**config.mk**
```make
export PLATFORM = sky130hd
export DESIGN_NAME = hcs_chan
export DESIGN_NICKNAME = d
export VERILOG_FILES = /design/src/sv/hcs_pkg.sv /design/src/sv/hcs_chan.sv
export SDC_FILE = /design/constraint.sdc
export NUM_CORES = 2
export LEC_CHECK = 0
export ABC_AREA = 0
export BUFFER_PORTS_ARGS = -buffer_cell sky130_fd_sc_hd__buf_2
export CAP_MARGIN = 25
export CORE_ASPECT_RATIO = 1.25
export CORE_MARGIN = 2
export CORE_UTILIZATION = 60
export CTS_CLUSTER_SIZE = 14
export DETAILED_ROUTE_END_ITERATION = 10
export GPL_ROUTABILITY_DRIVEN = 0
export PLACE_DENSITY = 0.78
export SETUP_SLACK_MARGIN = 0.05
export SLEW_MARGIN = 20
export SYNTH_ARGS = -nofsm -noshare
export SYNTH_HDL_FRONTEND = slang
export SYNTH_SLANG_ARGS = --single-unit
export TNS_END_PERCENT = 20
```
**constraint.sdc**
```tcl
create_clock -name i_clk -period 19.2 [get_ports i_clk]
set_input_delay 3.84 -clock i_clk [delete_from_list [all_inputs] [get_ports i_clk]]
set_output_delay 3.84 -clock i_clk [all_outputs]
set_load 0.05 [all_outputs]
```
**src/sv/hcs_pkg.sv**
```systemverilog
package hcs_pkg;

    localparam int unsigned CHANNEL_BITS_DEF = 16;
    localparam int unsigned FRAC_BITS        = 24;
    localparam int unsigned FACTOR_FRAC      = 14;
    localparam int unsigned DIV_STEPS        = 26;
    localparam int unsigned HUE_W            = 29;
    localparam int unsigned LVL_W            = 25;

    localparam logic [15:0] FACTOR_RESET = 16'd16384;

    // Hue in degrees, 20 fraction bits
    localparam logic [HUE_W-1:0] DEG60  = 29'd62914560;
    localparam logic [HUE_W-1:0] DEG120 = 29'd125829120;
    localparam logic [HUE_W-1:0] DEG180 = 29'd188743680;
    localparam logic [HUE_W-1:0] DEG240 = 29'd251658240;
    localparam logic [HUE_W-1:0] DEG360 = 29'd377487360;

    localparam logic [LVL_W-1:0] ONE_FX  = 25'h1000000;
    localparam logic [LVL_W-1:0] HALF_FX = 25'h0800000;

    // floor(2^32 / 15)
    localparam logic [28:0] RECIP15 = 29'd286331153;

    typedef struct packed {
        logic [15:0] in_red;
        logic [15:0] in_green;
        logic [15:0] in_blue;
    } t_in_pix;

    typedef struct packed {
        logic [15:0] out_red;
        logic [15:0] out_green;
        logic [15:0] out_blue;
    } t_out_pix;

    typedef enum logic [1:0] {
        SEC_RED   = 2'd0,
        SEC_GREEN = 2'd1,
        SEC_BLUE  = 2'd2
    } t_sector;

    typedef struct packed {
        t_sector sector;
        logic    neg;
        logic    gray;
    } t_hue_ctl;

endpackage

```
**src/sv/hcs_chan.sv**
```systemverilog
module hcs_chan #(
    parameter int unsigned CHANNEL_BITS = hcs_pkg::CHANNEL_BITS_DEF
) (
    input  logic                      i_clk,
    input  logic                      i_rst_n,
    input  logic                      i_en,
    input  logic                      i_valid,
    input  logic [hcs_pkg::LVL_W-1:0] i_m1,
    input  logic [hcs_pkg::LVL_W-1:0] i_span,
    input  logic [hcs_pkg::HUE_W-1:0] i_hue,
    output logic                      o_valid,
    output logic [15:0]               o_chan
);
    import hcs_pkg::*;

    typedef enum logic [1:0] {
        SEL_RAMP = 2'd0,
        SEL_HIGH = 2'd1,
        SEL_LOW  = 2'd2
    } t_lvl_sel;

    localparam int unsigned CW     = CHANNEL_BITS;
    localparam int unsigned CH_INT = (1 << CHANNEL_BITS) - 1;
    localparam logic [CW-1:0] CH   = CH_INT[CW-1:0];
    localparam int unsigned TW     = LVL_W + CW;

    logic [3:0]       r_v;
    t_lvl_sel         r_sel1, r_sel2;
    logic [29:0]      r_y;
    logic [27:0]      r_z;
    logic [LVL_W-1:0] r_q0, r_m1a, r_spa, r_m1b, r_spb, r_lvl;

    t_lvl_sel         w_sel;
    logic [HUE_W-1:0] w_xh;
    logic [50:0]      w_p;
    logic [56:0]      w_pz;
    logic [28:0]      w_q15, w_rem;
    logic [LVL_W-1:0] w_q, w_lvl;
    logic [TW-1:0]    w_t;
    logic [CW:0]      w_o;

    always_ff @(posedge i_clk) begin
        if (!i_rst_n) begin
            r_v <= '0;
        end else if (i_en) begin
            r_v <= {r_v[2:0], i_valid};
        end
    end

    // Hue sector: rising ramp, top, falling ramp, bottom
    always_comb begin
        w_xh  = i_hue;
        w_sel = SEL_LOW;
        if (i_hue < DEG60) begin
            w_sel = SEL_RAMP;
        end else if (i_hue < DEG180) begin
            w_sel = SEL_HIGH;
        end else if (i_hue < DEG240) begin
            w_sel = SEL_RAMP;
            w_xh  = DEG240 - i_hue;
        end
        w_p = i_span * w_xh[25:0];
    end

    always_ff @(posedge i_clk) begin
        if (i_en) begin
            r_y    <= w_p[49:20];
            r_sel1 <= w_sel;
            r_m1a  <= i_m1;
            r_spa  <= i_span;
        end
    end

    // Divide by 60: drop two bits, then a reciprocal of 15
    assign w_pz = r_y[29:2] * RECIP15;

    always_ff @(posedge i_clk) begin
        if (i_en) begin
            r_q0   <= w_pz[56:32];
            r_z    <= r_y[29:2];
            r_sel2 <= r_sel1;
            r_m1b  <= r_m1a;
            r_spb  <= r_spa;
        end
    end

    always_comb begin
        w_q15 = {r_q0, 4'b0} - {4'b0, r_q0};
        w_rem = {1'b0, r_z} - w_q15;
        w_q   = (w_rem >= 29'd15) ? (r_q0 + 1'b1) : r_q0;
        unique case (r_sel2)
            SEL_RAMP: w_lvl = r_m1b + w_q;
            SEL_HIGH: w_lvl = r_m1b + r_spb;
            default:  w_lvl = r_m1b;
        endcase
    end

    always_ff @(posedge i_clk) begin
        if (i_en) begin
            r_lvl <= w_lvl;
        end
    end

    // level * CH_MAX / 2^24
    always_comb begin
        w_t = {r_lvl, {CW{1'b0}}} - {{CW{1'b0}}, r_lvl};
        w_o = w_t[TW-1:FRAC_BITS];
    end

    always_ff @(posedge i_clk) begin
        if (i_en) begin
            o_chan <= (w_o > {1'b0, CH}) ? 16'(CH) : 16'(w_o);
        end
    end

    assign o_valid = r_v[3];

endmodule
```
==> metrics.txt <==
status finished clean; Worst Max-Slew Pin Slew 1110 ps; fin. max-slew vios 0; I/O pins 100; Synth area leader fa_1; Yosys cell types 88; worst slew margin relative to its limit 0.262; crit-path max FO 26; pin count of the biggest net entering global routing 114; vias 27200; Total Wirelength a little over 90000 µm; minimum clock period between 10000 and 15000 ps; Mapped Avg Cell Area 9.82 µm²; Initial Util 0.606; flop2flop setup slack approximately 11000 ps; vias in the first global route 28800; WP data arrival 13990 ps; critical setup path kind in -> reg; mux contribution to synthesized area 0.00357; final net count 5048; post-cts resize count 0; DIE WIDTH 230 µm; Core Area 63000 µm²; PortBufs 99; Adder-Cell Fraction of Synth Area 0.474; vias per inst roughly 5.7; most common cell after layout, fill and taps aside inv_1; Post-synth ARST share 0; Max Fclk 0.0730 GHz; RSZ-0062 raised after global routing no; top cells by area, synth fa_1 34%, edfxtp_1 18%, ha_1 13%; layout cell share with drive strength beyond 1 0.0568; CTS tree built; Worst Setup End Kind flop; initial drt markers between 1500 and 2000; Main synth FF type edfxtp_1; Tcrit/Tclk final 0.713; warnings from Yosys 0; Bufs on Longest Clock Path 3; Routed Antenna Nets 0; synthesized cell area 38200 µm²; CTS H-tree depth 1; first-pass GRT wire length 150000 µm; largest family of logic cells by synthesized area adder cells; hpwl dp 71500 µm; clock skew 15.0 ps; syn_nets about 5000; post-synthesis xor/xnor area fraction 0.0333; WL/cell 19.3 µm; Post-synth EDFFs 226; Gate Count Post-Synth 3889; Overflow after GRT 0; initial antenna violation count 3; sequential area share after synthesis 0.180; total negative setup slack 0 ps; endpoints failing setup 0; slowest stage delay, CP 930 ps; Yosys reg bits 230; clock sink count 230; TritonCTS Buffers 23; Final Hold Viols 0; gr usage total 0.290; CTS Hold Bufs 0; max-cap viol count 0; DRT Pass-1 Iters 5; Worst Setup Start Kind input pin; most used cell along the critical path fa_1; Root Driver clkbuf_16; crit path max-delay cell type a2111oi_1; Post CTS Setup Buffer Count 0; HP Class reg -> reg; Worst-Skew Late Latency about 550 ps; Rows approximately 100; Worst EP required 19500 ps; simple-gate portion of the synthesized area 0.146; share of the synthesized area in the top cell type 0.342; commonest cells after routing, fill and taps aside 821 x inv_1, 653 x fa_1, 416 x nand2_1; Die ar. about 66000 µm²; Area Growth Syn to Fin 5.77%; Clk pin slew, worst setup/hold paths 70 ps; DRC viols 0; Die Y roughly 290 µm; Synth Area in Compound Gates 0.0689
final timing paths:
check / from / to / depth (start not counted)
hold / removal: r_spa[0] / r_spb[0] / 0
hold reg to reg: r_spa[0] / r_spb[0] / 0
setup reg to reg: r_q0[1] / r_lvl[24] / 28
setup / recovery: i_hue[0] / r_y[24] / 34
worst max-delay path: cells and delay by family:
family | cells | cell delay (ps)
and+or+nand+nor | 9 | 2400
xor gates and xnor gates | 2 | 300
AOI/OAI and AO/OA | 8 | 2780
buffers and inverters | 7 | 860
adders and majority gates | 8 | 3800
logic make-up (layout without fill, tap and decap cells):
| kind of cell | count (synthesis) | count (layout) |
|---|---|---|
| AND/OR/NAND/NOR | 1098 | 1098 |
| adder cells (fa/ha/maj) | 1054 | 1054 |
| buffers and inverters | 953 | 990 |
| AO/OA/AOI/OAI | 396 | 396 |
| flip-flops | 230 | 230 |
| XOR/XNOR | 145 | 145 |
| multiplexers | 13 | 13 |
| other | 0 | 3 |
cell usage after synthesis, types with 6 or more instances:
library cell,n
edfxtp_1,226
o21a_1,13
mux2i_1,8
a21o_1,56
o31ai_1,8
a211oi_1,14
nor2b_1,26
xnor2_1,106
o2111ai_1,6
a21oi_1,101
nor3_1,46
nor4_1,14
fa_1,653
clkbuf_1,121
xor2_1,39
or3_1,12
nor2_1,85
a31oi_1,11
inv_1,821
nand4_1,26
and3_1,9
nand2_1,416
and4_1,6
nand2b_1,25
o21bai_1,8
o21ai_0,103
ha_1,401
and2_1,364
nand3_1,39
registers in the layout, summed over array words and instances (netlist names):
register,flops
r_y,28
r_z,28
r_lvl,25
r_m1a,25
r_m1b,25
r_q0,25
r_spa,25
r_spb,25
o_chan,16
r_v,4
r_sel1,2
r_sel2,2
through the flow:
step           utilization  setup slack [ps]  instances  cell area (µm²)  hold slack (ps)
3_3_place_gp         0.629              5100       4726            39600              401
5_1_grt              0.641              5010       4769            40400              422
3_5_place_dp         0.629              4940       4726            39600              405
6_report             0.641              5500       4769            40400              416
4_1_cts              0.641              5520       4766            40400              414
2_1_floorplan            -              6700       3889            38200              400
layout make-up:
| cell class | instances | area, µm² |
|---|---|---|
| multi-input cells | 2706 | 27900 |
| fillers | 4992 | 22600 |
| flip-flops and latches | 230 | 6870 |
| inverters | 821 | 3080 |
| well taps | 840 | 1050 |
| repair buffers | 129 | 731 |
| clock buffers | 28 | 594 |
| clock inverters | 12 | 135 |
| diodes | 3 | 7.51 |
routing by layer:
layer	vias to the layer above	global-route usage	wire [µm]
li1	12200	-	-
met1	13500	0.360	34800
met2	1157	0.506	45700
met3	286	0.0423	7060
met4	0	0.125	4620
met5	-	0	0
Power is left out: the tool's default activity adds up to more than one toggle a clock period on the data nets, which glitch-free logic cannot reach.
