### config.mk
export PLATFORM = sky130hd
export DESIGN_NAME = hcs_shade
export DESIGN_NICKNAME = d
export VERILOG_FILES = /design/src/sv/hcs_pkg.sv /design/src/sv/hcs_shade.sv
export SDC_FILE = /design/constraint.sdc
export NUM_CORES = 2
export LEC_CHECK = 0
export BUFFER_PORTS_ARGS = -buffer_cell sky130_fd_sc_hd__buf_4
export CORE_MARGIN = 10
export CORE_UTILIZATION = 34
export DETAILED_ROUTE_END_ITERATION = 8
export MAX_ROUTING_LAYER = met4
export PLACE_DENSITY = 0.54
export SYNTH_ARGS = -nofsm -noshare
export SYNTH_HDL_FRONTEND = slang
export SYNTH_SLANG_ARGS = --single-unit
### constraint.sdc
create_clock -name i_clk -period 9.6 [get_ports i_clk]
set_input_delay 1.44 -clock i_clk [delete_from_list [all_inputs] [get_ports i_clk]]
set_output_delay 1.44 -clock i_clk [all_outputs]
set_load 0.1 [all_outputs]
### src/sv/hcs_pkg.sv
package hcs_pkg;

    localparam int unsigned CHANNEL_BITS_DEF = 16;
    localparam int unsigned FRAC_BITS        = 24;
    localparam int unsigned FACTOR_FRAC      = 14;
    localparam int unsigned DIV_STEPS        = 26;
    localparam int unsigned HUE_W            = 29;
    localparam int unsigned LVL_W            = 25;

    localparam logic [15:0] FACTOR_RESET = 16'd16384;

    // Hue in degrees, 20 fraction bits
    localparam logic [HUE_W-1:0] DEG60  = 29'd62914560;
    localparam logic [HUE_W-1:0] DEG120 = 29'd125829120;
    localparam logic [HUE_W-1:0] DEG180 = 29'd188743680;
    localparam logic [HUE_W-1:0] DEG240 = 29'd251658240;
    localparam logic [HUE_W-1:0] DEG360 = 29'd377487360;

    localparam logic [LVL_W-1:0] ONE_FX  = 25'h1000000;
    localparam logic [LVL_W-1:0] HALF_FX = 25'h0800000;

    // floor(2^32 / 15)
    localparam logic [28:0] RECIP15 = 29'd286331153;

    typedef struct packed {
        logic [15:0] in_red;
        logic [15:0] in_green;
        logic [15:0] in_blue;
    } t_in_pix;

    typedef struct packed {
        logic [15:0] out_red;
        logic [15:0] out_green;
        logic [15:0] out_blue;
    } t_out_pix;

    typedef enum logic [1:0] {
        SEC_RED   = 2'd0,
        SEC_GREEN = 2'd1,
        SEC_BLUE  = 2'd2
    } t_sector;

    typedef struct packed {
        t_sector sector;
        logic    neg;
        logic    gray;
    } t_hue_ctl;

endpackage

### src/sv/hcs_shade.sv
module hcs_shade (
    input  logic                          i_clk,
    input  logic                          i_rst_n,
    input  logic                          i_en,
    input  logic                          i_valid,
    input  logic [15:0]                   i_factor,
    input  logic [hcs_pkg::DIV_STEPS-1:0] i_sat_q,
    input  logic [hcs_pkg::DIV_STEPS-1:0] i_hue_q,
    input  logic [hcs_pkg::LVL_W-1:0]     i_lig,
    input  hcs_pkg::t_hue_ctl             i_ctl,
    output logic                          o_valid,
    output logic [hcs_pkg::LVL_W-1:0]     o_m1,
    output logic [hcs_pkg::LVL_W-1:0]     o_span,
    output logic [hcs_pkg::HUE_W-1:0]     o_hue_r,
    output logic [hcs_pkg::HUE_W-1:0]     o_hue_g,
    output logic [hcs_pkg::HUE_W-1:0]     o_hue_b
);
    import hcs_pkg::*;

    function automatic logic [HUE_W-1:0] hue_add(input logic [HUE_W-1:0] h,
                                                 input logic [HUE_W-1:0] d);
        logic [HUE_W:0] s;
        s = {1'b0, h} + {1'b0, d};
        if (s >= {1'b0, DEG360}) s = s - {1'b0, DEG360};
        return s[HUE_W-1:0];
    endfunction

    logic [3:0]       r_v;
    logic [LVL_W-1:0] r_lig, r_sat;
    logic [HUE_W-1:0] r_hue;
    logic [40:0]      r_lk, r_sk;
    logic [HUE_W-1:0] r_h1r, r_h1g, r_h1b, r_h2r, r_h2g, r_h2b;
    logic [LVL_W-1:0] r_ls, r_ss, r_prod;

    logic [HUE_W:0]   w_base, w_hsum, w_hwrap;
    logic [LVL_W-1:0] w_ls, w_ss, w_m2, w_m1;
    logic [49:0]      w_pp;
    logic [LVL_W:0]   w_m2a, w_m1a;

    always_ff @(posedge i_clk) begin
        if (!i_rst_n) begin
            r_v <= '0;
        end else if (i_en) begin
            r_v <= {r_v[2:0], i_valid};
        end
    end

    // Finish saturation and hue
    always_comb begin
        unique case (i_ctl.sector)
            SEC_GREEN: w_base = {1'b0, DEG120};
            SEC_BLUE:  w_base = {1'b0, DEG240};
            default:   w_base = '0;
        endcase
        if (i_ctl.neg) w_hsum = w_base + {1'b0, DEG360} - {4'b0, i_hue_q};
        else           w_hsum = w_base + {4'b0, i_hue_q};
        w_hwrap = (w_hsum >= {1'b0, DEG360}) ? (w_hsum - {1'b0, DEG360}) : w_hsum;
    end

    always_ff @(posedge i_clk) begin
        if (i_en) begin
            r_lig <= i_lig;
            r_sat <= i_ctl.gray ? '0 : i_sat_q[DIV_STEPS-1:1];
            r_hue <= w_hwrap[HUE_W-1:0];
        end
    end

    // Apply the factor, spread the three channel hues
    always_ff @(posedge i_clk) begin
        if (i_en) begin
            r_lk  <= r_lig * i_factor;
            r_sk  <= r_sat * i_factor;
            r_h1r <= hue_add(r_hue, DEG120);
            r_h1g <= r_hue;
            r_h1b <= hue_add(r_hue, DEG240);
        end
    end

    // Clamp to 1.0, then L*S
    always_comb begin
        w_ls = (r_lk[40:FACTOR_FRAC] > 27'(ONE_FX)) ? ONE_FX : r_lk[38:FACTOR_FRAC];
        w_ss = (r_sk[40:FACTOR_FRAC] > 27'(ONE_FX)) ? ONE_FX : r_sk[38:FACTOR_FRAC];
        w_pp = w_ls * w_ss;
    end

    always_ff @(posedge i_clk) begin
        if (i_en) begin
            r_ls   <= w_ls;
            r_ss   <= w_ss;
            r_prod <= w_pp[48:FRAC_BITS];
            r_h2r  <= r_h1r;
            r_h2g  <= r_h1g;
            r_h2b  <= r_h1b;
        end
    end

    always_comb begin
        if (r_ls <= HALF_FX) w_m2a = {1'b0, r_ls} + {1'b0, r_prod};
        else                 w_m2a = {1'b0, r_ls} + {1'b0, r_ss} - {1'b0, r_prod};
        if (w_m2a > {1'b0, ONE_FX})    w_m2 = ONE_FX;
        else if (w_m2a < {1'b0, r_ls}) w_m2 = r_ls;
        else                           w_m2 = w_m2a[LVL_W-1:0];
        w_m1a = {r_ls, 1'b0} - {1'b0, w_m2};
        w_m1  = w_m1a[LVL_W-1:0];
    end

    always_ff @(posedge i_clk) begin
        if (i_en) begin
            o_m1    <= w_m1;
            o_span  <= w_m2 - w_m1;
            o_hue_r <= r_h2r;
            o_hue_g <= r_h2g;
            o_hue_b <= r_h2b;
        end
    end

    assign o_valid = r_v[3];

endmodule

==> results.md <==
Worst setup path:
- At the worst endpoint, the required time is 10.00 ns.
- The worst setup path is of the reg -> reg kind.
- In this run the critical register-to-register path is captured at o_span[24].
- The launching point of the worst reg2reg path is r_prod[1].
- The cell class contributing the biggest share of worst-path delay is compound AO/OA/AOI/OAI gates.
- The category of the worst setup path capture point is a flip-flop.
- The buffer and inverter count on the worst path is 3.
- The number of cells on the worst reg-to-reg path is 45.
- The setup slack of the worst register-to-register path is 0.40 ns.
- Along the worst path, the maximum fanout reaches 5.
- The startpoint type of the worst setup path is a flip-flop.
- In this design, the stage delay of the slowest critical-path cell is 0.56 ns.
- Among all stages on the critical path, the largest delay is contributed by fa_1.
- At the worst endpoint, the arrival time is 9.60 ns.

STA:
- The final clock skew is 0.0811 ns.
- Of the available clock period, the critical path in the final layout requires 0.959.
- The achievable clock frequency is 109 MHz.
- The count of endpoints failing hold in the final timing report was 0.
- Once routing completed, OpenROAD measured the worst setup slack at 0.398 ns.
- Setup violations remaining at the end of the flow were counted as 0.
- Setup repair after global routing could not meet its margin everywhere.
- The headroom to the max-slew limit is 0.381.
- The slew at the pin closest to its max-slew limit is 0.929 ns.
- The final count of pins violating max slew is 0.
- The final period demand of the worst path is 9.20 ns.

Min path:
- The terminating pin of the worst hold path is o_hue_r[13].
- In this run the worst hold path is classified as reg -> reg.
- The startpoint identified for the worst hold timing path is r_h2r[13].
- Counting instances, the worst hold path has a depth of 0.

Yosys:
- The average size of a mapped cell is 9.52 um^2.
- The count of synthesis-stage warnings from yosys is 0.
- The post-synthesis compound-gate area fraction is 0.0528.
- Synthesis inferred 384 register bits.
- Measured against the total synthesized area, the mux share comes to 0.00191.
- The async set or reset register ratio after synthesis is 0.
- The cell count after synthesis came out at 6676.
- The mapped netlist covers 63500 um^2.
- By area, the combinational part of the netlist is dominated by adder cells.
- The number of nets handed over by synthesis was 8532.
- The number of distinct library cells after synthesis is 92.
- The arithmetic-cell share of the synthesized area counting full adders, half adders and majority gates is 0.486.
- Of the total synthesized cell area, the portion taken by XOR and XNOR cells is 0.0265.
- The primary flip-flop cell chosen by synthesis mapping is edfxtp_1.
- Of the synthesized area, sequential elements account for 0.181.
- Of the total synthesized cell area, the portion taken by AND, OR, NAND and NOR gates is 0.145.
- The count of flip-flops with a built-in enable after synthesis is 380.

Place:
- At the end of routability-driven placement, the weighted congestion stood at 0.916.
- The count of input and output buffers is 236.
- The pre-CTS setup slack is -0.601 ns.
- After legalization and detailed placement, the total HPWL measured 144 mm.

Clock tree:
- The level count of the clock H-tree is 2.
- Clock latency on the worst-skew pair, taken at its later pin, is 0.71 ns.
- The clock slew seen by the registers of the worst setup and hold paths is 0.06 ns.
- Counting every sink on the clock net gives 384.
- The number of clock buffers inserted by TritonCTS is 49.
- The cts-stage hold buffer count is 0.
- The root buffer cell chosen for the clock tree is clkbuf_16.
- TritonCTS built the clock tree.
- Counting along the longest clock path gives a buffer depth of 3.

Routing:
- The vias per cell is 4.76.
- In the final routed layout, each cell accounts on average for 18.0 um.
- The pre-antenna-repair detailed-routing pass consisted of 5 iterations.
- The residual DRC count is 0.
- The routed layout has 46032 vias.
- For this block, the initial DRC count from the detailed router was 2606.
- Summed over all layers, the routed wires come to 174 mm.
- The number of nets with antenna violations after detailed routing is 0.

Finish:
- Leaving out fill and tap cells, the most frequent cell in the layout is inv_1.
- The post-route core utilization is 0.393.
- The area growth from synthesis to final layout is 14.8%.
- The library cells used most frequently in the layout, excluding fill and tap cells, are 1412 x inv_1, 1188 x fa_1, 1104 x nand2_1.
- The ratio of cells with drive above 1 in the final layout is 0.129.
- The final net count is 8995.

Global route:
- The number of antenna violations at the first check in global routing is 4.
- The total overflow reported by the global router is 0.
- The via count of the first global-routing pass is 49915.
- The maximum number of pins on one net before global-route repair is 101.
- In the global route stage, overall resource usage came out at 0.176.
- The wire length of the first global-routing pass is 278 mm.

Floorplan:
- The floorplan die area is 205000 um^2.
- The height of the die is 452 um.
- The core box area is 186000 um^2.
- Pin placement for this block handled 239 I/O pins.
- The initial core utilization is 0.342.
- The floorplan step set the die width to 452 um.
- The number of cell rows is 158.

Status:
- The run finished with clean final reports.

Flow run:
- The max-cap violation count is 0.
==> state kept, by name, indices dropped and copies added, names as in the netlist <==
name and cells:
r_h1r 29, r_lig 25, r_h1b 6, r_sk 27, r_v 4, r_h2g 6
r_h1g 6, o_hue_g 6, o_span 24, r_h2b 6, r_ss 25, r_prod 25
r_lk 27, r_sat 25, r_hue 29, o_m1 25, r_ls 25, o_hue_r 29
o_hue_b 6, r_h2r 29
==> cells in the mapped netlist (21+ instances only) <==
cell type  count  area share
or2_2         30      0.0030
nor2b_1       63      0.0062
nor4_1        31      0.0031
buf_4         47      0.0056
xor2_1        58      0.0080
fa_1        1190        0.38
and2_1       248       0.024
nor2_1       411       0.024
nand2_1     1106       0.065
o21ai_0      106      0.0084
a21oi_1      137       0.011
nand2b_1      28      0.0028
xnor2_1      132       0.018
clkbuf_1     223       0.013
clkinv_1      21      0.0012
buf_1         24      0.0014
a21o_1        48      0.0057
nor3_1        53      0.0042
nand4_1       21      0.0021
nand3_1       33      0.0026
inv_1       1420       0.084
edfxtp_1     380        0.18
ha_1         565        0.11
o21a_1        29      0.0034
==> worst reg2reg max path: cells and delay by family, from the launching register on <==
family          cells  cell delay (ns)
simple gates       10             1.64
xor+xnor            2             0.23
buf+inv             3             0.45
flops               1             0.36
compound gates     25             4.61
fa+ha+maj           5             1.68
==> metal layers <==
layer / vias to the layer above / global-route usage / share of wire
met5: - / - / 0
met4: 0 / 0.0467 / 0.027
met3: 241 / 0.0210 / 0.052
met2: 1159 / 0.294 / 0.49
met1: 23409 / 0.226 / 0.43
li1: 21223 / - / -
==> metrics by stage <==
stage                     instance area [um^2]  hold slack [ns]  instances  setup TNS (ns)
after floorplan                          63500            0.400       6676               0
after global placement                   70600            0.401       9541           -2.99
after detailed placement                 70600            0.405       9541           -5.33
after CTS                                72300            0.412       9634               0
after global routing                     73000            0.421       9663          -0.763
final                                    73000            0.413       9663               0
==> layout make-up <==
| cell class | count | area (um^2) |
|---|---|---|
| Fill cell | 18538 | 113000 |
| Multi-Input combinational cell | 4550 | 45700 |
| Sequential cell | 384 | 11500 |
| Timing Repair Buffer | 713 | 5520 |
| Inverter | 1441 | 5420 |
| Tap cell | 2480 | 3100 |
| Clock buffer | 58 | 1260 |
| Clock inverter | 33 | 395 |
| Antenna cell | 4 | 10.0 |
==> what timing repair did <==
action	4_1_cts	5_1_grt
endpoints found under the setup margin	15	20
endpoints found under the hold margin	0	0
pin swaps	1	35
resized for setup	14	88
setup buffers	2	25
==> kinds of logic after synthesis <==
group	after synthesis
simple gates	2086
fa+ha+maj	1756
buf+inv	1742
compound gates	504
flops	384
xor+xnor	191
mux	12
other cells	1
==> worst max path at each step <==
stage / cells past startpoint / slack (ns) / to / start
floorplan: 43 / 0.35 / o_span[24] / r_ls[1]
global placement: 38 / -0.42 / r_prod[17] / r_sk[31]
detailed placement: 36 / -0.60 / r_prod[21] / r_sk[31]
CTS: 38 / 0.005 / r_prod[17] / r_sk[18]
global route: 45 / -0.19 / o_span[24] / r_prod[1]
finish: 45 / 0.40 / o_span[24] / r_prod[1]
Power is not shown: default switching activity piles up to over one toggle a cycle in this logic, so the estimate is an artifact.
