## config.mk

```make
export PLATFORM = sky130hd
export DESIGN_NAME = hcs_divider
export DESIGN_NICKNAME = d
export VERILOG_FILES = /design/src/sv/hcs_pkg.sv /design/src/sv/hcs_divider.sv
export SDC_FILE = /design/constraint.sdc
export NUM_CORES = 2
export LEC_CHECK = 0
export BUFFER_PORTS_ARGS = -buffer_cell sky130_fd_sc_hd__buf_2
export CAP_MARGIN = 15
export CELL_PAD_IN_SITES_DETAIL_PLACEMENT = 0
export CELL_PAD_IN_SITES_GLOBAL_PLACEMENT = 2
export CORE_MARGIN = 8
export CORE_UTILIZATION = 40
export DETAILED_ROUTE_END_ITERATION = 7
export GPL_TIMING_DRIVEN = 0
export HOLD_SLACK_MARGIN = 0.05
export PLACE_DENSITY = 0.72
export SETUP_SLACK_MARGIN = 0.3
export SLEW_MARGIN = 30
export SYNTH_ARGS = -nofsm -noshare
export SYNTH_HDL_FRONTEND = slang
export SYNTH_SLANG_ARGS = --single-unit
```

## constraint.sdc

```tcl
create_clock -name i_clk -period 5.3 [get_ports i_clk]
set_input_delay 0.53 -clock i_clk [delete_from_list [all_inputs] [get_ports i_clk]]
set_output_delay 0.53 -clock i_clk [all_outputs]
set_load 0.05 [all_outputs]
```

## src/sv/hcs_pkg.sv

```systemverilog
package hcs_pkg;

    localparam int unsigned CHANNEL_BITS_DEF = 16;
    localparam int unsigned FRAC_BITS        = 24;
    localparam int unsigned FACTOR_FRAC      = 14;
    localparam int unsigned DIV_STEPS        = 26;
    localparam int unsigned HUE_W            = 29;
    localparam int unsigned LVL_W            = 25;

    localparam logic [15:0] FACTOR_RESET = 16'd16384;

    // Hue in degrees, 20 fraction bits
    localparam logic [HUE_W-1:0] DEG60  = 29'd62914560;
    localparam logic [HUE_W-1:0] DEG120 = 29'd125829120;
    localparam logic [HUE_W-1:0] DEG180 = 29'd188743680;
    localparam logic [HUE_W-1:0] DEG240 = 29'd251658240;
    localparam logic [HUE_W-1:0] DEG360 = 29'd377487360;

    localparam logic [LVL_W-1:0] ONE_FX  = 25'h1000000;
    localparam logic [LVL_W-1:0] HALF_FX = 25'h0800000;

    // floor(2^32 / 15)
    localparam logic [28:0] RECIP15 = 29'd286331153;

    typedef struct packed {
        logic [15:0] in_red;
        logic [15:0] in_green;
        logic [15:0] in_blue;
    } t_in_pix;

    typedef struct packed {
        logic [15:0] out_red;
        logic [15:0] out_green;
        logic [15:0] out_blue;
    } t_out_pix;

    typedef enum logic [1:0] {
        SEC_RED   = 2'd0,
        SEC_GREEN = 2'd1,
        SEC_BLUE  = 2'd2
    } t_sector;

    typedef struct packed {
        t_sector sector;
        logic    neg;
        logic    gray;
    } t_hue_ctl;

endpackage

```

## src/sv/hcs_divider.sv

```systemverilog
module hcs_divider #(
    parameter int unsigned CHANNEL_BITS = hcs_pkg::CHANNEL_BITS_DEF
) (
    input  logic                           i_clk,
    input  logic                           i_rst_n,
    input  logic                           i_en,
    input  logic                           i_valid,
    input  logic [CHANNEL_BITS+1:0]        i_sat_rem,
    input  logic [CHANNEL_BITS:0]          i_sat_div,
    input  logic [CHANNEL_BITS+5:0]        i_hue_rem,
    input  logic [CHANNEL_BITS-1:0]        i_hue_div,
    input  logic [CHANNEL_BITS+1:0]        i_lig_rem,
    input  hcs_pkg::t_hue_ctl              i_ctl,
    output logic                           o_valid,
    output logic [hcs_pkg::DIV_STEPS-1:0]  o_sat_q,
    output logic [hcs_pkg::DIV_STEPS-1:0]  o_hue_q,
    output logic [hcs_pkg::LVL_W-1:0]      o_lig,
    output hcs_pkg::t_hue_ctl              o_ctl
);
    import hcs_pkg::*;

    localparam int unsigned CW       = CHANNEL_BITS;
    localparam int unsigned SW       = CW + 2;
    localparam int unsigned HW       = CW + 6;
    localparam int unsigned N        = DIV_STEPS;
    localparam int unsigned PW       = SW + LVL_W - 1;
    localparam int unsigned RW       = CW + FRAC_BITS + 1;
    localparam longint unsigned CH_L   = (64'd1 << CHANNEL_BITS) - 64'd1;
    localparam longint unsigned LRCP_L = (64'd1 << (CHANNEL_BITS + FRAC_BITS)) / CH_L;
    localparam logic [CW-1:0]    CH      = CH_L[CW-1:0];
    localparam logic [LVL_W-1:0] LIG_RCP = LRCP_L[LVL_W-1:0];

    logic                r_v   [1:N];
    logic [SW-1:0]       r_sr  [1:N];
    logic [CW:0]         r_sd  [1:N];
    logic [HW-1:0]       r_hr  [1:N];
    logic [CW-1:0]       r_hd  [1:N];
    logic [N-1:0]        r_qs  [1:N];
    logic [N-1:0]        r_qh  [1:N];
    t_hue_ctl            r_ctl [1:N];

    logic [LVL_W-1:0]    r_lq0;
    logic [SW-1:0]       r_lsum;
    logic [LVL_W-1:0]    r_lig [2:N];

    logic [PW-1:0]       w_lprod;
    logic [RW-1:0]       w_lnum, w_lqc, w_lrem;
    logic [LVL_W-1:0]    w_lig;

    // One quotient bit per lane per stage
    for (genvar k = 0; k < N; k++) begin : g_step
        logic          c_v;
        logic [SW-1:0] c_sr, n_sr, w_sdv;
        logic [CW:0]   c_sd;
        logic [HW-1:0] c_hr, n_hr, w_hdv;
        logic [CW-1:0] c_hd;
        logic [N-1:0]  c_qs, c_qh;
        t_hue_ctl      c_ctl;
        logic          w_ges, w_geh;

        if (k == 0) begin : g_first
            assign c_v   = i_valid;
            assign c_sr  = i_sat_rem;
            assign c_sd  = i_sat_div;
            assign c_hr  = i_hue_rem;
            assign c_hd  = i_hue_div;
            assign c_qs  = '0;
            assign c_qh  = '0;
            assign c_ctl = i_ctl;
        end else begin : g_mid
            assign c_v   = r_v[k];
            assign c_sr  = r_sr[k];
            assign c_sd  = r_sd[k];
            assign c_hr  = r_hr[k];
            assign c_hd  = r_hd[k];
            assign c_qs  = r_qs[k];
            assign c_qh  = r_qh[k];
            assign c_ctl = r_ctl[k];
        end

        always_comb begin
            w_sdv = {1'b0, c_sd};
            w_hdv = {1'b0, c_hd, 5'b0};
            w_ges = (c_sr >= w_sdv);
            w_geh = (c_hr >= w_hdv);
            n_sr  = w_ges ? (c_sr - w_sdv) : c_sr;
            n_hr  = w_geh ? (c_hr - w_hdv) : c_hr;
        end

        always_ff @(posedge i_clk) begin
            if (!i_rst_n) begin
                r_v[k+1] <= 1'b0;
            end else if (i_en) begin
                r_v[k+1] <= c_v;
            end
        end

        always_ff @(posedge i_clk) begin
            if (i_en) begin
                r_sr[k+1]  <= {n_sr[SW-2:0], 1'b0};
                r_hr[k+1]  <= {n_hr[HW-2:0], 1'b0};
                r_sd[k+1]  <= c_sd;
                r_hd[k+1]  <= c_hd;
                r_qs[k+1]  <= {c_qs[N-2:0], w_ges};
                r_qh[k+1]  <= {c_qh[N-2:0], w_geh};
                r_ctl[k+1] <= c_ctl;
            end
        end
    end

    // Lightness: reciprocal estimate that is low by at most one, then fix up and round up
    assign w_lprod = {{(LVL_W-1){1'b0}}, i_lig_rem} * {{(SW-1){1'b0}}, LIG_RCP};

    always_ff @(posedge i_clk) begin
        if (i_en) begin
            r_lq0  <= w_lprod[CW+LVL_W:CW+1];
            r_lsum <= i_lig_rem;
        end
    end

    always_comb begin
        w_lnum = {r_lsum, {(FRAC_BITS-1){1'b0}}};
        w_lqc  = {r_lq0, {CW{1'b0}}} - {{CW{1'b0}}, r_lq0};
        w_lrem = w_lnum - w_lqc;
        w_lig  = r_lq0 + LVL_W'(w_lrem[CW:0] != '0)
                       + LVL_W'(w_lrem[CW:0] > {1'b0, CH});
    end

    always_ff @(posedge i_clk) begin
        if (i_en) begin
            r_lig[2] <= w_lig;
        end
    end

    for (genvar j = 2; j < N; j++) begin : g_lig_dly
        always_ff @(posedge i_clk) begin
            if (i_en) begin
                r_lig[j+1] <= r_lig[j];
            end
        end
    end

    assign o_valid = r_v[N];
    assign o_sat_q = r_qs[N];
    assign o_hue_q = r_qh[N];
    assign o_lig   = r_lig[N];
    assign o_ctl   = r_ctl[N];

endmodule

```

==> metrics.md <==
| Metric | Value |
|---|---|
| Status | `finished, final reports clean` |
| Fillers | `31560` |
| Sequential share of power | `0.397` |
| Fraction of registers with async set/reset | `0` |
| Hold Path Cell Cnt | `5` |
| Clk sinks | `3147` |
| Final Power | `92540 uW` |
| CP cell instances | `dlygate4sd3_1, buf_12, buf_16, buf_16, buf_16, buf_16, buf_16, nand2b_2` |
| Synth Net Count | `11440` |
| RSZ-0062 raised after global routing | `no` |
| Slew margin rel. | `0.3442` |
| Drc violations | `0` |
| CTS Buffer Depth | `4` |
| Core Area | `358700 um2` |
| P_sw | `29990 uW` |
| Postcts setup bufs | `0` |
| Row cnt | `220` |
| Root Buffer | `clkbuf_16` |
| Worst-margin pin slew | `980.0 ps` |
| Storage cell area | `94500 um2` |
| Pin count of the biggest net entering global routing | `134` |
| Max-cap violation count | `0` |
| Ports | `181` |
| Min Clock Period, post-route | `4414 ps` |
| RR Endpoint | `r_sr[0][115]` |
| Input/output buffers | `180` |
| Total congestion overflow | `0` |
| Worst Reg2Reg Path Length in Cells | `11` |
| CTS tree | `done` |
| First-pass GRT wire length | `437800 um` |
| Max FO, Critical Path | `131` |
| First DRT Iteration DRCs | `4400` |
| Crit-path max cell delay | `670 ps` |
| Die ar. | `379100 um2` |
| Worst-path clk slew | `50 ps` |
| Ys flop type | `edfxtp_1` |
| Peak supply drop | `272.4 uV` |
| Via density | `4.964` |
| Initial antenna violation count | `6` |
| Sw Share | `0.3241` |
| CTS Buf Count | `353` |
| Vias in the first global route | `82730` |
| Critical path endpoint category | `register` |
| Slowest-stage cell, CP | `nand2b_2` |
| Cell family with most CP delay | `buffers and inverters` |
| Die Width | `615.7 um` |
| Combinational fraction of design power | `0.344` |
| Detailed placement HPWL | `199500 um` |
| Share of cells above drive strength 1 | `0.1015` |
| Yosys warning count | `0` |
| Final hold violations | `0` |
| Final WL | `274500 um` |
| Syn-to-layout area delta | `14.06%` |
| Worst Hold End | `r_qs[0][26]` |
| Worst Hold Class | `in -> reg` |
| Multi-input gate area | `44950 um2` |
| GRT Overall Usage | `0.1404` |
| First-pass detailed-route iteration total | `6` |
| Dpl cells | `15410` |
| Crit start category | `primary input` |
| R2R Path Start | `r_sr[0][86]` |
| H-tree depth | `5` |
| Yosys cell types | `84` |
| Crit path DAT | `4920 ps` |
| Gate Count Post-Synth | `10430` |
| Leakage | `0.06385 uW` |
| Fin cells | `16160` |
| Worst Setup SP | `i_en` |
| FF+latch count, synth | `3147` |
| EDFF count, synth | `3147` |
| Total number of vias | `80200` |
| Starting Density | `0.4011` |
| Internal cell power | `62550 uW` |
| Worst Path Required | `5810 ps` |
| Total Nets Final | `12100` |
| FMAX | `226.6 MHz` |
| Setup TNS | `0 ps` |
| Critical path class | `in -> reg` |
| Worst Skew | `48.28 ps` |
| Crit path buf inv count | `7` |
| CP dominant cell by count | `buf_16` |
| Pwr Density | `563.9 nW/um2` |
| Avg WL per Cell | `16.99 um` |
| Internal reg-to-reg setup slack | `1190 ps` |
| Clock power share | `0.259` |
| Critical hold path startpoint | `i_sat_rem[17]` |
| Antenna Nets Post-Route | `0` |
| Clock latency on the worst-skew pair | `930 ps` |
| Max Slew Vio Count | `0` |
| Setup-failing EPs final | `0` |
| Syn Area/Cell | `13.80 um2` |
| Post-synthesis sequential area ratio | `0.6568` |
| Mapped cell area | `143900 um2` |
| Final critical-path share of the clock period | `0.8328` |
| Die height | `615.7 um` |
| Routability congestion estimate | `0.8577` |
[synthesized netlist by cell type (134+ instances only)]
cell	count	area [um2]
ha_1	863	10800
inv_1	1072	4024
edfxtp_1	3147	94500
nor2b_1	134	838.3
nor2_1	580	2177
nand2_1	493	1851
xnor2_1	362	3171
o21ai_0	457	2287
a21oi_1	696	3483
nor3_1	154	770.7
xor2_1	285	2496
a21o_1	259	1944
mux2_2	331	3727
[cells by family (layout without fill, tap and decap cells)]
group | count (synthesis) | after routing | share of synthesized area
AOI/OAI and AO/OA | 2087 | 2087 | 0.09084
xor gates and xnor gates | 647 | 647 | 0.03939
adders and majority gates | 915 | 915 | 0.08229
buffers and inverters | 1185 | 2139 | 0.03119
DFF | 3147 | 3147 | 0.6568
muxes | 374 | 374 | 0.02914
other | 0 | 3 | 0
and+or+nand+nor | 2072 | 2072 | 0.07031
[final cells by class]
class / instances / share of cell area
well taps: 4773 / 0.03639
repair buffers: 308 / 0.01638
flip-flops and latches: 3147 / 0.5759
plain buffers: 113 / 0.002821
multi-input cells: 6095 / 0.2739
clock buffers: 424 / 0.05610
inverters: 1072 / 0.02452
diodes: 3 / 0.00004575
clock inverters: 222 / 0.01395
[flip-flops by register name, summed over array words and instances (netlist names)]
name,flops
r_lig,625
r_sd,425
r_qs,351
r_qh,351
r_lq0,25
r_hr,415
r_hd,400
r_ctl,104
r_v,26
r_sr,425
[through the flow]
step	util	cell area (um2)	worst slack [ps]	hold slack, ps
after CTS	0.4574	164100	916.9	138.4
after detailed placement	0.4226	151600	551.6	404.5
final	0.4575	164100	886.0	242.9
after global routing	0.4575	164100	563.4	231.6
after global placement	0.4203	150700	-47360	400.2
after floorplan	-	143900	2006	400.3
[repair_timing]
action,4_1_cts,5_1_grt
setup endpoints to repair,0,0
hold buffers,100,0
endpoints found under the hold margin,206,0
gates resized for setup,0,0
[worst min-delay path, delay by kind of cell]
family | cells | cell delay, ps
and+or+nand+nor | 2 | 110
AOI/OAI and AO/OA | 1 | 170
buffers and inverters | 2 | 230
[power by group through the flow]
stage	clock, uW	combinational [uW]	sequential (uW)
CTS	24900	32200	36800
detailed placement	0	31800	37300
global placement	0	31400	39700
floorplan	0	24100	36300
finish	24000	31800	36700
global route	25800	35700	37300
[placed cells by master, fill, tap and decap left out, drive strengths merged, types with 285 or more instances in the layout]
cell type,netlist,routed
mux2,338,338
a21oi,699,699
xnor2,362,362
clkbuf,90,514
nand2,493,493
inv,1072,1086
o21ai,480,480
ha,863,863
xor2,285,285
nor2,580,580
edfxtp,3147,3147
[how the worst max path moves through the flow]
stage	to	slack, ps	cells after the start
2_1_floorplan	r_hr[0][139]	2010	12
3_3_place_gp	r_v[1][10]	-47360	2
3_5_place_dp	r_v[0][7]	550	7
4_1_cts	r_v[0][15]	920	8
5_1_grt	r_v[0][1]	560	8
6_report	r_v[0][1]	890	8
[metal layers]
metal / global-route usage / wire (um)
met5: 0 / 0
met4: 0.05571 / 11440
met3: 0.02170 / 9093
met2: 0.2585 / 140000
met1: 0.1633 / 113900
No activity file was read; power rests on OpenSTA's default activity.
