`src/sv/hcs_pkg.sv`:
```
package hcs_pkg;

    localparam int unsigned CHANNEL_BITS_DEF = 16;
    localparam int unsigned FRAC_BITS        = 24;
    localparam int unsigned FACTOR_FRAC      = 14;
    localparam int unsigned DIV_STEPS        = 26;
    localparam int unsigned HUE_W            = 29;
    localparam int unsigned LVL_W            = 25;

    localparam logic [15:0] FACTOR_RESET = 16'd16384;

    // Hue in degrees, 20 fraction bits
    localparam logic [HUE_W-1:0] DEG60  = 29'd62914560;
    localparam logic [HUE_W-1:0] DEG120 = 29'd125829120;
    localparam logic [HUE_W-1:0] DEG180 = 29'd188743680;
    localparam logic [HUE_W-1:0] DEG240 = 29'd251658240;
    localparam logic [HUE_W-1:0] DEG360 = 29'd377487360;

    localparam logic [LVL_W-1:0] ONE_FX  = 25'h1000000;
    localparam logic [LVL_W-1:0] HALF_FX = 25'h0800000;

    // floor(2^32 / 15)
    localparam logic [28:0] RECIP15 = 29'd286331153;

    typedef struct packed {
        logic [15:0] in_red;
        logic [15:0] in_green;
        logic [15:0] in_blue;
    } t_in_pix;

    typedef struct packed {
        logic [15:0] out_red;
        logic [15:0] out_green;
        logic [15:0] out_blue;
    } t_out_pix;

    typedef enum logic [1:0] {
        SEC_RED   = 2'd0,
        SEC_GREEN = 2'd1,
        SEC_BLUE  = 2'd2
    } t_sector;

    typedef struct packed {
        t_sector sector;
        logic    neg;
        logic    gray;
    } t_hue_ctl;

endpackage

```
`src/sv/hcs_front.sv`:
```
module hcs_front #(
    parameter int unsigned CHANNEL_BITS = hcs_pkg::CHANNEL_BITS_DEF
) (
    input  logic                     i_clk,
    input  logic                     i_rst_n,
    input  logic                     i_en,
    input  logic                     i_valid,
    input  hcs_pkg::t_in_pix         i_pix,
    output logic                     o_valid,
    output logic [CHANNEL_BITS+1:0]  o_sat_rem,
    output logic [CHANNEL_BITS:0]    o_sat_div,
    output logic [CHANNEL_BITS+5:0]  o_hue_rem,
    output logic [CHANNEL_BITS-1:0]  o_hue_div,
    output logic [CHANNEL_BITS+1:0]  o_lig_rem,
    output hcs_pkg::t_hue_ctl        o_ctl
);
    import hcs_pkg::*;

    localparam int unsigned CW     = CHANNEL_BITS;
    localparam int unsigned CH_INT = (1 << CHANNEL_BITS) - 1;
    localparam logic [15:0]   CH16  = CH_INT[15:0];
    localparam logic [CW-1:0] CH    = CH_INT[CW-1:0];

    logic          r_v0;
    logic [CW-1:0] r_r, r_g, r_b;

    logic [CW-1:0] w_mx, w_mn, w_d, w_hi, w_lo, w_diff;
    logic [CW:0]   w_sum, w_den;
    logic [CW+1:0] w_den_hi;
    logic [CW+5:0] w_a;
    t_hue_ctl      w_ctl;

    // Saturate channels above the channel maximum
    always_ff @(posedge i_clk) begin
        if (!i_rst_n) begin
            r_v0 <= 1'b0;
        end else if (i_en) begin
            r_v0 <= i_valid;
        end
    end

    always_ff @(posedge i_clk) begin
        if (i_en) begin
            r_r <= (i_pix.in_red   > CH16) ? CH : i_pix.in_red[CW-1:0];
            r_g <= (i_pix.in_green > CH16) ? CH : i_pix.in_green[CW-1:0];
            r_b <= (i_pix.in_blue  > CH16) ? CH : i_pix.in_blue[CW-1:0];
        end
    end

    always_comb begin
        w_mx = r_r;
        w_mn = r_r;
        if (r_g > w_mx) w_mx = r_g;
        if (r_b > w_mx) w_mx = r_b;
        if (r_g < w_mn) w_mn = r_g;
        if (r_b < w_mn) w_mn = r_b;
        w_sum    = {1'b0, w_mx} + {1'b0, w_mn};
        w_d      = w_mx - w_mn;
        w_den_hi = {1'b0, CH, 1'b0} - {1'b0, w_sum};
        w_den    = (w_sum <= {1'b0, CH}) ? w_sum : w_den_hi[CW:0];

        w_ctl.gray = (w_mx == w_mn);
        if (r_r == w_mx) begin
            w_ctl.sector = SEC_RED;
            w_hi = r_g;
            w_lo = r_b;
        end else if (r_g == w_mx) begin
            w_ctl.sector = SEC_GREEN;
            w_hi = r_b;
            w_lo = r_r;
        end else begin
            w_ctl.sector = SEC_BLUE;
            w_hi = r_r;
            w_lo = r_g;
        end
        w_ctl.neg = (w_hi < w_lo);
        w_diff    = w_ctl.neg ? (w_lo - w_hi) : (w_hi - w_lo);
        // diff * 60
        w_a = {w_diff, 6'b0} - {4'b0, w_diff, 2'b0};
    end

    always_ff @(posedge i_clk) begin
        if (!i_rst_n) begin
            o_valid <= 1'b0;
        end else if (i_en) begin
            o_valid <= r_v0;
        end
    end

    always_ff @(posedge i_clk) begin
        if (i_en) begin
            o_sat_rem <= {2'b0, w_d};
            o_sat_div <= w_den;
            o_hue_rem <= w_a;
            o_hue_div <= w_d;
            o_lig_rem <= {1'b0, w_sum};
            o_ctl     <= w_ctl;
        end
    end

endmodule

```
`config.mk`:
```
export PLATFORM = sky130hd
export DESIGN_NAME = hcs_front
export DESIGN_NICKNAME = d
export VERILOG_FILES = /design/src/sv/hcs_pkg.sv /design/src/sv/hcs_front.sv
export SDC_FILE = /design/constraint.sdc
export NUM_CORES = 1
export LEC_CHECK = 0
export ABC_CLOCK_PERIOD_IN_PS = 16850
export BUFFER_PORTS_ARGS = -buffer_cell sky130_fd_sc_hd__buf_2
export CELL_PAD_IN_SITES_DETAIL_PLACEMENT = 1
export CELL_PAD_IN_SITES_GLOBAL_PLACEMENT = 1
export CORE_MARGIN = 2
export CORE_UTILIZATION = 40
export CTS_CLUSTER_SIZE = 14
export DETAILED_ROUTE_END_ITERATION = 16
export GPL_ROUTABILITY_DRIVEN = 0
export PLACE_DENSITY = 0.74
export SYNTH_ARGS = -nofsm -noshare
export SYNTH_HDL_FRONTEND = slang
export SYNTH_SLANG_ARGS = --single-unit
```
`constraint.sdc`:
```
create_clock -name i_clk -period 16.85 [get_ports i_clk]
set_input_delay 2.5275 -clock i_clk [delete_from_list [all_inputs] [get_ports i_clk]]
set_output_delay 2.5275 -clock i_clk [all_outputs]
set_load 0.01 [all_outputs]
```
==> results of run 1 <==
[Yosys cell counts, drive strengths merged (36+ instances only)]
| master | instances | area share |
|---|---|---|
| o21ai | 36 | 0.016 |
| buf | 51 | 0.026 |
| a21oi | 89 | 0.038 |
| ha | 119 | 0.13 |
| nor2 | 62 | 0.020 |
| edfxtp | 120 | 0.31 |
| inv | 75 | 0.024 |
| xor2 | 38 | 0.030 |
| mux2i | 109 | 0.092 |
| mux2 | 61 | 0.058 |
| nand2 | 40 | 0.013 |
| xnor2 | 57 | 0.043 |
[worst min-delay path: cells and delay by family (launching register included)]
family,cells,cell delay [ps]
muxes,1,70
DFF,1,330
and+or+nand+nor,1,90
[power by group]
part / internal, mW / switching [mW]
Sequential: 0.501 / 0.0498
Combinational: 0.503 / 0.776
Clock: 0.205 / 0.156
Total: 1.21 / 0.981
[placed cells by master, fill, tap and decap left out, types with 4 or more instances in the layout]
| cell | count |
|---|---|
| a211o_1 | 5 |
| a211oi_1 | 10 |
| a21o_1 | 35 |
| a21oi_1 | 86 |
| a221o_1 | 7 |
| a221oi_1 | 8 |
| a22oi_1 | 5 |
| a31oi_1 | 11 |
| and2_1 | 4 |
| and3_1 | 8 |
| buf_2 | 141 |
| buf_4 | 8 |
| clkbuf_16 | 17 |
| conb_1 | 5 |
| edfxtp_1 | 120 |
| fa_1 | 4 |
| ha_1 | 119 |
| inv_1 | 74 |
| inv_6 | 6 |
| mux2_2 | 61 |
| mux2i_1 | 109 |
| nand2_1 | 40 |
| nand2b_1 | 8 |
| nand3_1 | 16 |
| nand4_1 | 21 |
| nor2_1 | 62 |
| nor2b_1 | 16 |
| nor3_1 | 13 |
| nor4_1 | 6 |
| o2111ai_1 | 6 |
| o211ai_1 | 9 |
| o21a_1 | 8 |
| o21ai_0 | 34 |
| o21bai_1 | 15 |
| o221ai_1 | 14 |
| or3_1 | 7 |
| xnor2_1 | 56 |
| xor2_1 | 37 |
[state kept, by name, summed over array words and instances, names as in the netlist]
register,count
o_sat_div,17
r_v0,1
o_hue_div,15
o_lig_rem,16
r_r,16
o_hue_rem,20
r_b,16
o_valid,1
o_ctl,4
r_g,16
[metal layers]
metal,track usage,wire [µm]
met3,0.04329,1634
met5,0,0
met1,0.3009,15930
met4,0.07472,770
met2,0.3625,16050
[worst max-delay path by stage]
stage	end	slack [ps]	depth (start not counted)
finish	o_hue_rem[18]	4560	46
global route	o_hue_rem[14]	3680	46
CTS	o_hue_rem[18]	4730	45
detailed placement	o_hue_rem[18]	4790	45
global placement	o_hue_rem[20]	5400	45
floorplan	o_hue_rem[18]	6560	46
[through the flow]
step | instances | hold slack, ps | utilization | power, mW | worst slack [ps]
5_1_grt | 1672 | 572.4 | 0.4587 | 2.339 | 3680
4_1_cts | 1671 | 523.4 | 0.4586 | 2.192 | 4730
3_3_place_gp | 1639 | 501.3 | 0.4390 | 1.775 | 5404
2_1_floorplan | 1187 | 482.4 | - | 1.467 | 6558
6_report | 1672 | 523.3 | 0.4587 | 2.190 | 4565
3_5_place_dp | 1639 | 506.1 | 0.4390 | 1.814 | 4795
[logic make-up after synthesis]
family	count (synthesis)	share of synthesized area
adders and majority gates	124	0.1337
buffers and inverters	158	0.06083
muxes	170	0.1506
and+or+nand+nor	212	0.08966
xor gates and xnor gates	96	0.07471
other	1	0.0003176
AOI/OAI and AO/OA	300	0.1815
DFF	122	0.3086
[layout make-up]
| class | instances | area [µm²] | share of cell area |
|---|---|---|---|
| multi-input combinational | 907 | 7488 | 0.5657 |
| sequential | 122 | 3643 | 0.2753 |
| timing repair buffer | 149 | 765.7 | 0.05785 |
| tap | 384 | 480.5 | 0.03630 |
| clock buffer | 17 | 425.4 | 0.03214 |
| inverter | 77 | 290.3 | 0.02193 |
| clock inverter | 15 | 140.1 | 0.01059 |
| antenna | 1 | 2.502 | 0.0001891 |
==> impl_metrics.py, run 1 <==
metrics = {
    "global_route": {
        "antenna_found_initial": 1,
        "grt_overflow": 0,
        "grt_pass1_wl_um": 54250,
        "track_usage": 0.2242,
        "grt_max_degree": 66,
        "grt_pass1_vias": 9895,
    },
    "sta": {
        "fin_setup_tns_ps": 0,
        "hold_viol_final": 0,
        "setup_viol": 0,
        "timing.fmax_ghz": 0.08140,
        "rsz0062_at_grt": "no",
        "finalCriticalPeriod_ps": 12290,
        "worst_slew_pin_slew_ps": 919.6,
        "fin_crit_sh": 0.7291,
        "drv_slew": 0,
        "clock_skew_ps": 16.22,
        "relSlewSlack": 0.3869,
    },
    "synthesis": {
        "synthFlopType": "edfxtp_1",
        "yosysSeqAreaShare": 0.3086,
        "synth_area_per_cell_um2": 9.980,
        "async_flop_share": 0,
        "syn_area_um2": 11810,
        "synth_edf_count": 120,
        "syn-instance-count": 1183,
        "yosys_warnings": 0,
        "synth_seq_cells": 122,
        "synth.distinct_cells": 85,
    },
    "power": {
        "ir_worst_vdd_uv": 75.10,
        "p_per_area_nw_per_um2": 165.5,
        "leakage_nw": 5.563,
    },
    "worst_setup_path": {
        "reg2reg_to": "o_hue_rem[18]",
        "startpoint": "r_r[15]",
        "reg2regPathDepth": 46,
        "arrival_ps": 12480,
        "crit_buf_inv": 6,
        "critPathMaxStageDelay_ps": 720,
        "cp_top_family": "compound AO/OA/AOI/OAI gates",
        "slowest_stage": "buf_4",
        "required_ps": 17050,
        "worstSetupEndpointType": "flop",
        "setup.worst_path.start_class": "flop",
        "cp_max_fo": 64,
        "crit_type": "flop to flop",
        "timing.rr.start": "r_r[15]",
        "worst-r2r-setup-slack_ps": 4560,
    },
    "detailed_routing": {
        "dr.pass1.iters": 5,
        "drt_iter0_markers": 651,
        "wl_um": 34390,
        "drc": 0,
        "vias_per_cell": 5.752,
        "via_count": 9617,
        "ant_nets": 0,
        "wl_per_cell_um": 20.57,
    },
    "clock_tree": {
        "postCtsSetupBuffers": 0,
        "h-tree-depth": 4,
        "clock-root-buffer": "clkbuf_16",
        "insertion_delay_ps": 450,
        "clk_path_buf_depth": 2,
        "cts_buffers": 17,
        "cts_tree": "yes",
        "cts.sinks": 122,
        "path_clk_slew_ps": 70,
        "cts-resized-gates": 0,
        "holdBufCountCts": 0,
    },
    "placed_design": {
        "place.detailed.hpwl_um": 26680,
        "place.port_buffers": 142,
        "place_area_um2": 12670,
    },
    "floorplan": {
        "dieHeight_um": 175.8,
        "start_util": 0.4091,
        "ios": 148,
        "rows": 62,
        "fp.dieW_um": 175.8,
        "core_area_um2": 28860,
        "die_area_um2": 30910,
    },
    "final_layout": {
        "fillers": 3283,
        "syn_to_final_growth_pct": 12.11,
        "final_area_um2": 13240,
        "fin_nets": 1449,
        "drive_above_1_share": 0.2075,
    },
    "hold_path": {
        "hold_path_depth": 2,
        "worstHoldStart": "o_valid",
        "min_path_type": "flop to flop",
        "hold_end": "o_valid",
    },
    "job": {
        "max_cap_violations": 0,
    },
    "status": {
        "status": "completed",
    },
}
Note: power is estimated with default switching activity, not from simulation.
==> run 2: changes to the inputs <==
--- a/config.mk
+++ b/config.mk
@@ -5,7 +5,8 @@
 export SDC_FILE = /design/constraint.sdc
 export NUM_CORES = 1
 export LEC_CHECK = 0
-export ABC_CLOCK_PERIOD_IN_PS = 16850
+export ABC_AREA = 1
+export ABC_CLOCK_PERIOD_IN_PS = 11700
 export BUFFER_PORTS_ARGS = -buffer_cell sky130_fd_sc_hd__buf_2
 export CELL_PAD_IN_SITES_DETAIL_PLACEMENT = 1
 export CELL_PAD_IN_SITES_GLOBAL_PLACEMENT = 1
@@ -14,7 +15,7 @@
 export CTS_CLUSTER_SIZE = 14
 export DETAILED_ROUTE_END_ITERATION = 16
 export GPL_ROUTABILITY_DRIVEN = 0
-export PLACE_DENSITY = 0.74
+export PLACE_DENSITY = 0.78
 export SYNTH_ARGS = -nofsm -noshare
 export SYNTH_HDL_FRONTEND = slang
 export SYNTH_SLANG_ARGS = --single-unit
==> constraint.sdc (replaced) <==
create_clock -name i_clk -period 11.7 [get_ports i_clk]
set_input_delay 1.755 -clock i_clk [delete_from_list [all_inputs] [get_ports i_clk]]
set_output_delay 1.755 -clock i_clk [all_outputs]
set_load 0.01 [all_outputs]
==> impl_metrics.py, run 2 <==
metrics = {
    "hold_path": {
        "worstHoldStart": "r_v0",
        "min_path_type": "flop to flop",
    },
    "synthesis": {
        "async_flop_share": 0,
        "synth.distinct_cells": 53,
        "yosys-top-cells-count": "nand2_1, nand3_1, inv_1, nor2_1, edfxtp_1",
        "yosysTopAreaCell": "edfxtp_1",
        "yosysTopAreaCellShare": 0.2728,
        "yosysSeqAreaShare": 0.2758,
        "synth_area_per_cell_um2": 6.908,
        "synth_seq_cells": 122,
        "syn_area_um2": 13210,
        "synthFlopType": "edfxtp_1",
        "yosys_warnings": 0,
        "netlist_top_cells_area": "edfxtp_1, nand2_1, ha_1, nand3_1, inv_1",
        "syn-instance-count": 1912,
        "synth_edf_count": 120,
        "yosysMostFrequentCell": "nand2_1",
    },
    "floorplan": {
        "ios": 148,
        "core_area_um2": 32540,
        "die_area_um2": 34490,
        "dieHeight_um": 185.7,
        "start_util": 0.4060,
        "fp.dieW_um": 185.7,
        "rows": 66,
    },
    "worst_setup_path": {
        "cp_max_fo": 60,
        "critPathMaxStageDelay_ps": 630,
        "arrival_ps": 10680,
        "setup.worst_path.start_class": "flop",
        "crit_top_cell": "nand2_1",
        "timing.rr.start": "r_r[9]",
        "startpoint": "r_r[9]",
        "crit_type": "flop to flop",
        "required_ps": 11900,
        "slowest_stage": "inv_2",
        "worstSetupEndpointType": "flop",
    },
    "final_layout": {
        "largest_registers": "o_hue_rem (20), o_sat_div (17)",
        "largest_register": "o_hue_rem",
        "final_common_cell": "nand2_1",
        "syn_to_final_growth_pct": 10.45,
        "drive_above_1_share": 0.1289,
        "fillers": 4319,
        "n_antenna_cell": 0,
        "layout_common_cells": "nand2_1, nand3_1, inv_1",
        "largest_reg_flops": 20,
        "fin_nets": 2179,
    },
    "placed_design": {
        "place.port_buffers": 142,
        "place.detailed.hpwl_um": 36030,
        "place_worst_setup_slack_ps": 1446,
    },
    "global_route": {
        "antenna_found_initial": 0,
        "track_usage": 0.2629,
        "grt_pass1_wl_um": 70590,
        "grt_pass1_vias": 13442,
        "grt_overflow": 0,
        "grt_max_degree": 70,
    },
    "sta": {
        "drv_slew": 0,
        "relSlewSlack": 0.4116,
        "worst_slew_pin_slew_ps": 882.6,
        "setup_viol": 0,
        "timing.fmax_ghz": 0.09549,
        "fin_setup_tns_ps": 0,
        "clock_skew_ps": 20.75,
        "fin_crit_sh": 0.8951,
        "finalCriticalPeriod_ps": 10470,
        "hold_viol_final": 0,
        "rsz0062_at_grt": "no",
        "setup_slack_ps": 1228,
    },
    "clock_tree": {
        "clk_path_buf_depth": 2,
        "cts-resized-gates": 0,
        "cts.sinks": 122,
        "clock-root-buffer": "clkbuf_16",
        "path_clk_slew_ps": 70,
        "cts_buffers": 17,
        "postCtsSetupBuffers": 0,
        "insertion_delay_ps": 460,
        "cts_tree": "yes",
        "holdBufCountCts": 0,
        "h-tree-depth": 4,
    },
    "detailed_routing": {
        "drt_iter0_markers": 796,
        "ant_nets": 0,
        "wl_um": 44550,
        "dr.pass1.iters": 5,
        "via_count": 13313,
        "vias_per_cell": 5.414,
        "drc": 0,
        "wl_per_cell_um": 18.12,
    },
    "power": {
        "fin_total_pwr_mw": 3.653,
        "leakage_nw": 7.565,
        "p_per_area_nw_per_um2": 250.4,
        "ir_worst_vdd_uv": 123.1,
    },
    "status": {
        "status": "completed",
    },
    "job": {
        "max_cap_violations": 0,
    },
}
[run 2: cell types whose count changed after synthesis, sizes merged, moves of 30 or more]
cell	previous run	this run
mux2i	109	0
nand2	40	601
xnor2	57	4
nor2	62	144
nand3	16	280
a21o	35	5
inv	75	224
xor2	38	68
o21ai	36	101
mux2	61	0
[run 2: metal layers]
| metal | share of wire | GRT usage | vias to the layer above |
|---|---|---|---|
| met2 | 0.48 | 0.4614 | 334 |
| met4 | 0.027 | 0.08535 | 0 |
| met5 | 0 | 0 | - |
| li1 | - | - | 6450 |
| met1 | 0.45 | 0.3323 | 6456 |
| met3 | 0.042 | 0.03541 | 73 |
[run 2: cell families (layout without fill, tap and decap cells)]
kind of cell | after synthesis | count (layout) | share of synthesized area
buffers and inverters | 303 | 404 | 0.1039
flip-flops | 122 | 122 | 0.2758
AO/OA/AOI/OAI | 226 | 226 | 0.09596
other | 1 | 5 | 0.0002839
adder cells (fa/ha/maj) | 123 | 123 | 0.1188
AND/OR/NAND/NOR | 1065 | 1065 | 0.3552
XOR/XNOR | 72 | 72 | 0.05001
[run 2: final timing paths]
kind | endpoint | slack (ps) | depth (start not counted)
worst max-delay path | o_hue_rem[21] | 1230 | 45
worst min-delay path | o_valid | 510 | 2
worst max register to register | o_hue_rem[21] | 1230 | 45
worst min register to register | o_valid | 510 | 2
[run 2: final cells by class]
type                            instances  area, µm²  area share
Clock buffer                           17      425.4     0.02916
Sequential cell                       122       3643      0.2497
Clock inverter                         15      155.1     0.01063
Inverter                              224      843.3     0.05780
Timing Repair Buffer                  148      758.2     0.05197
Multi-Input combinational cell       1491       8210      0.5628
Tap cell                              442      553.0     0.03791
[run 2: through the flow]
stage                     std cells  utilization  cell area [µm²]  hold slack [ps]
after floorplan                1916            -            13220            448.2
after global placement         2427       0.4305            14010            475.1
after detailed placement       2427       0.4305            14010            496.7
after CTS                      2459       0.4484            14590            514.3
after global routing           2459       0.4484            14590            547.0
final                          2459       0.4484            14590            510.4
[run 2: report_power, final]
part	internal [mW]	switching [mW]	total [mW]	leakage [nW]
Clock	0.300	0.236	0.536	0.285
Sequential	0.725	0.0662	0.791	1.19
Combinational	0.735	1.59	2.33	6.09
[run 2: critical path: cells and delay by family, from the launching register on]
family / cells / cell delay, ps
flip-flops: 1 / 510
XOR/XNOR: 1 / 280
AND/OR/NAND/NOR: 30 / 5350
buffers and inverters: 4 / 1210
AO/OA/AOI/OAI: 5 / 1060
adder cells (fa/ha/maj): 5 / 1740
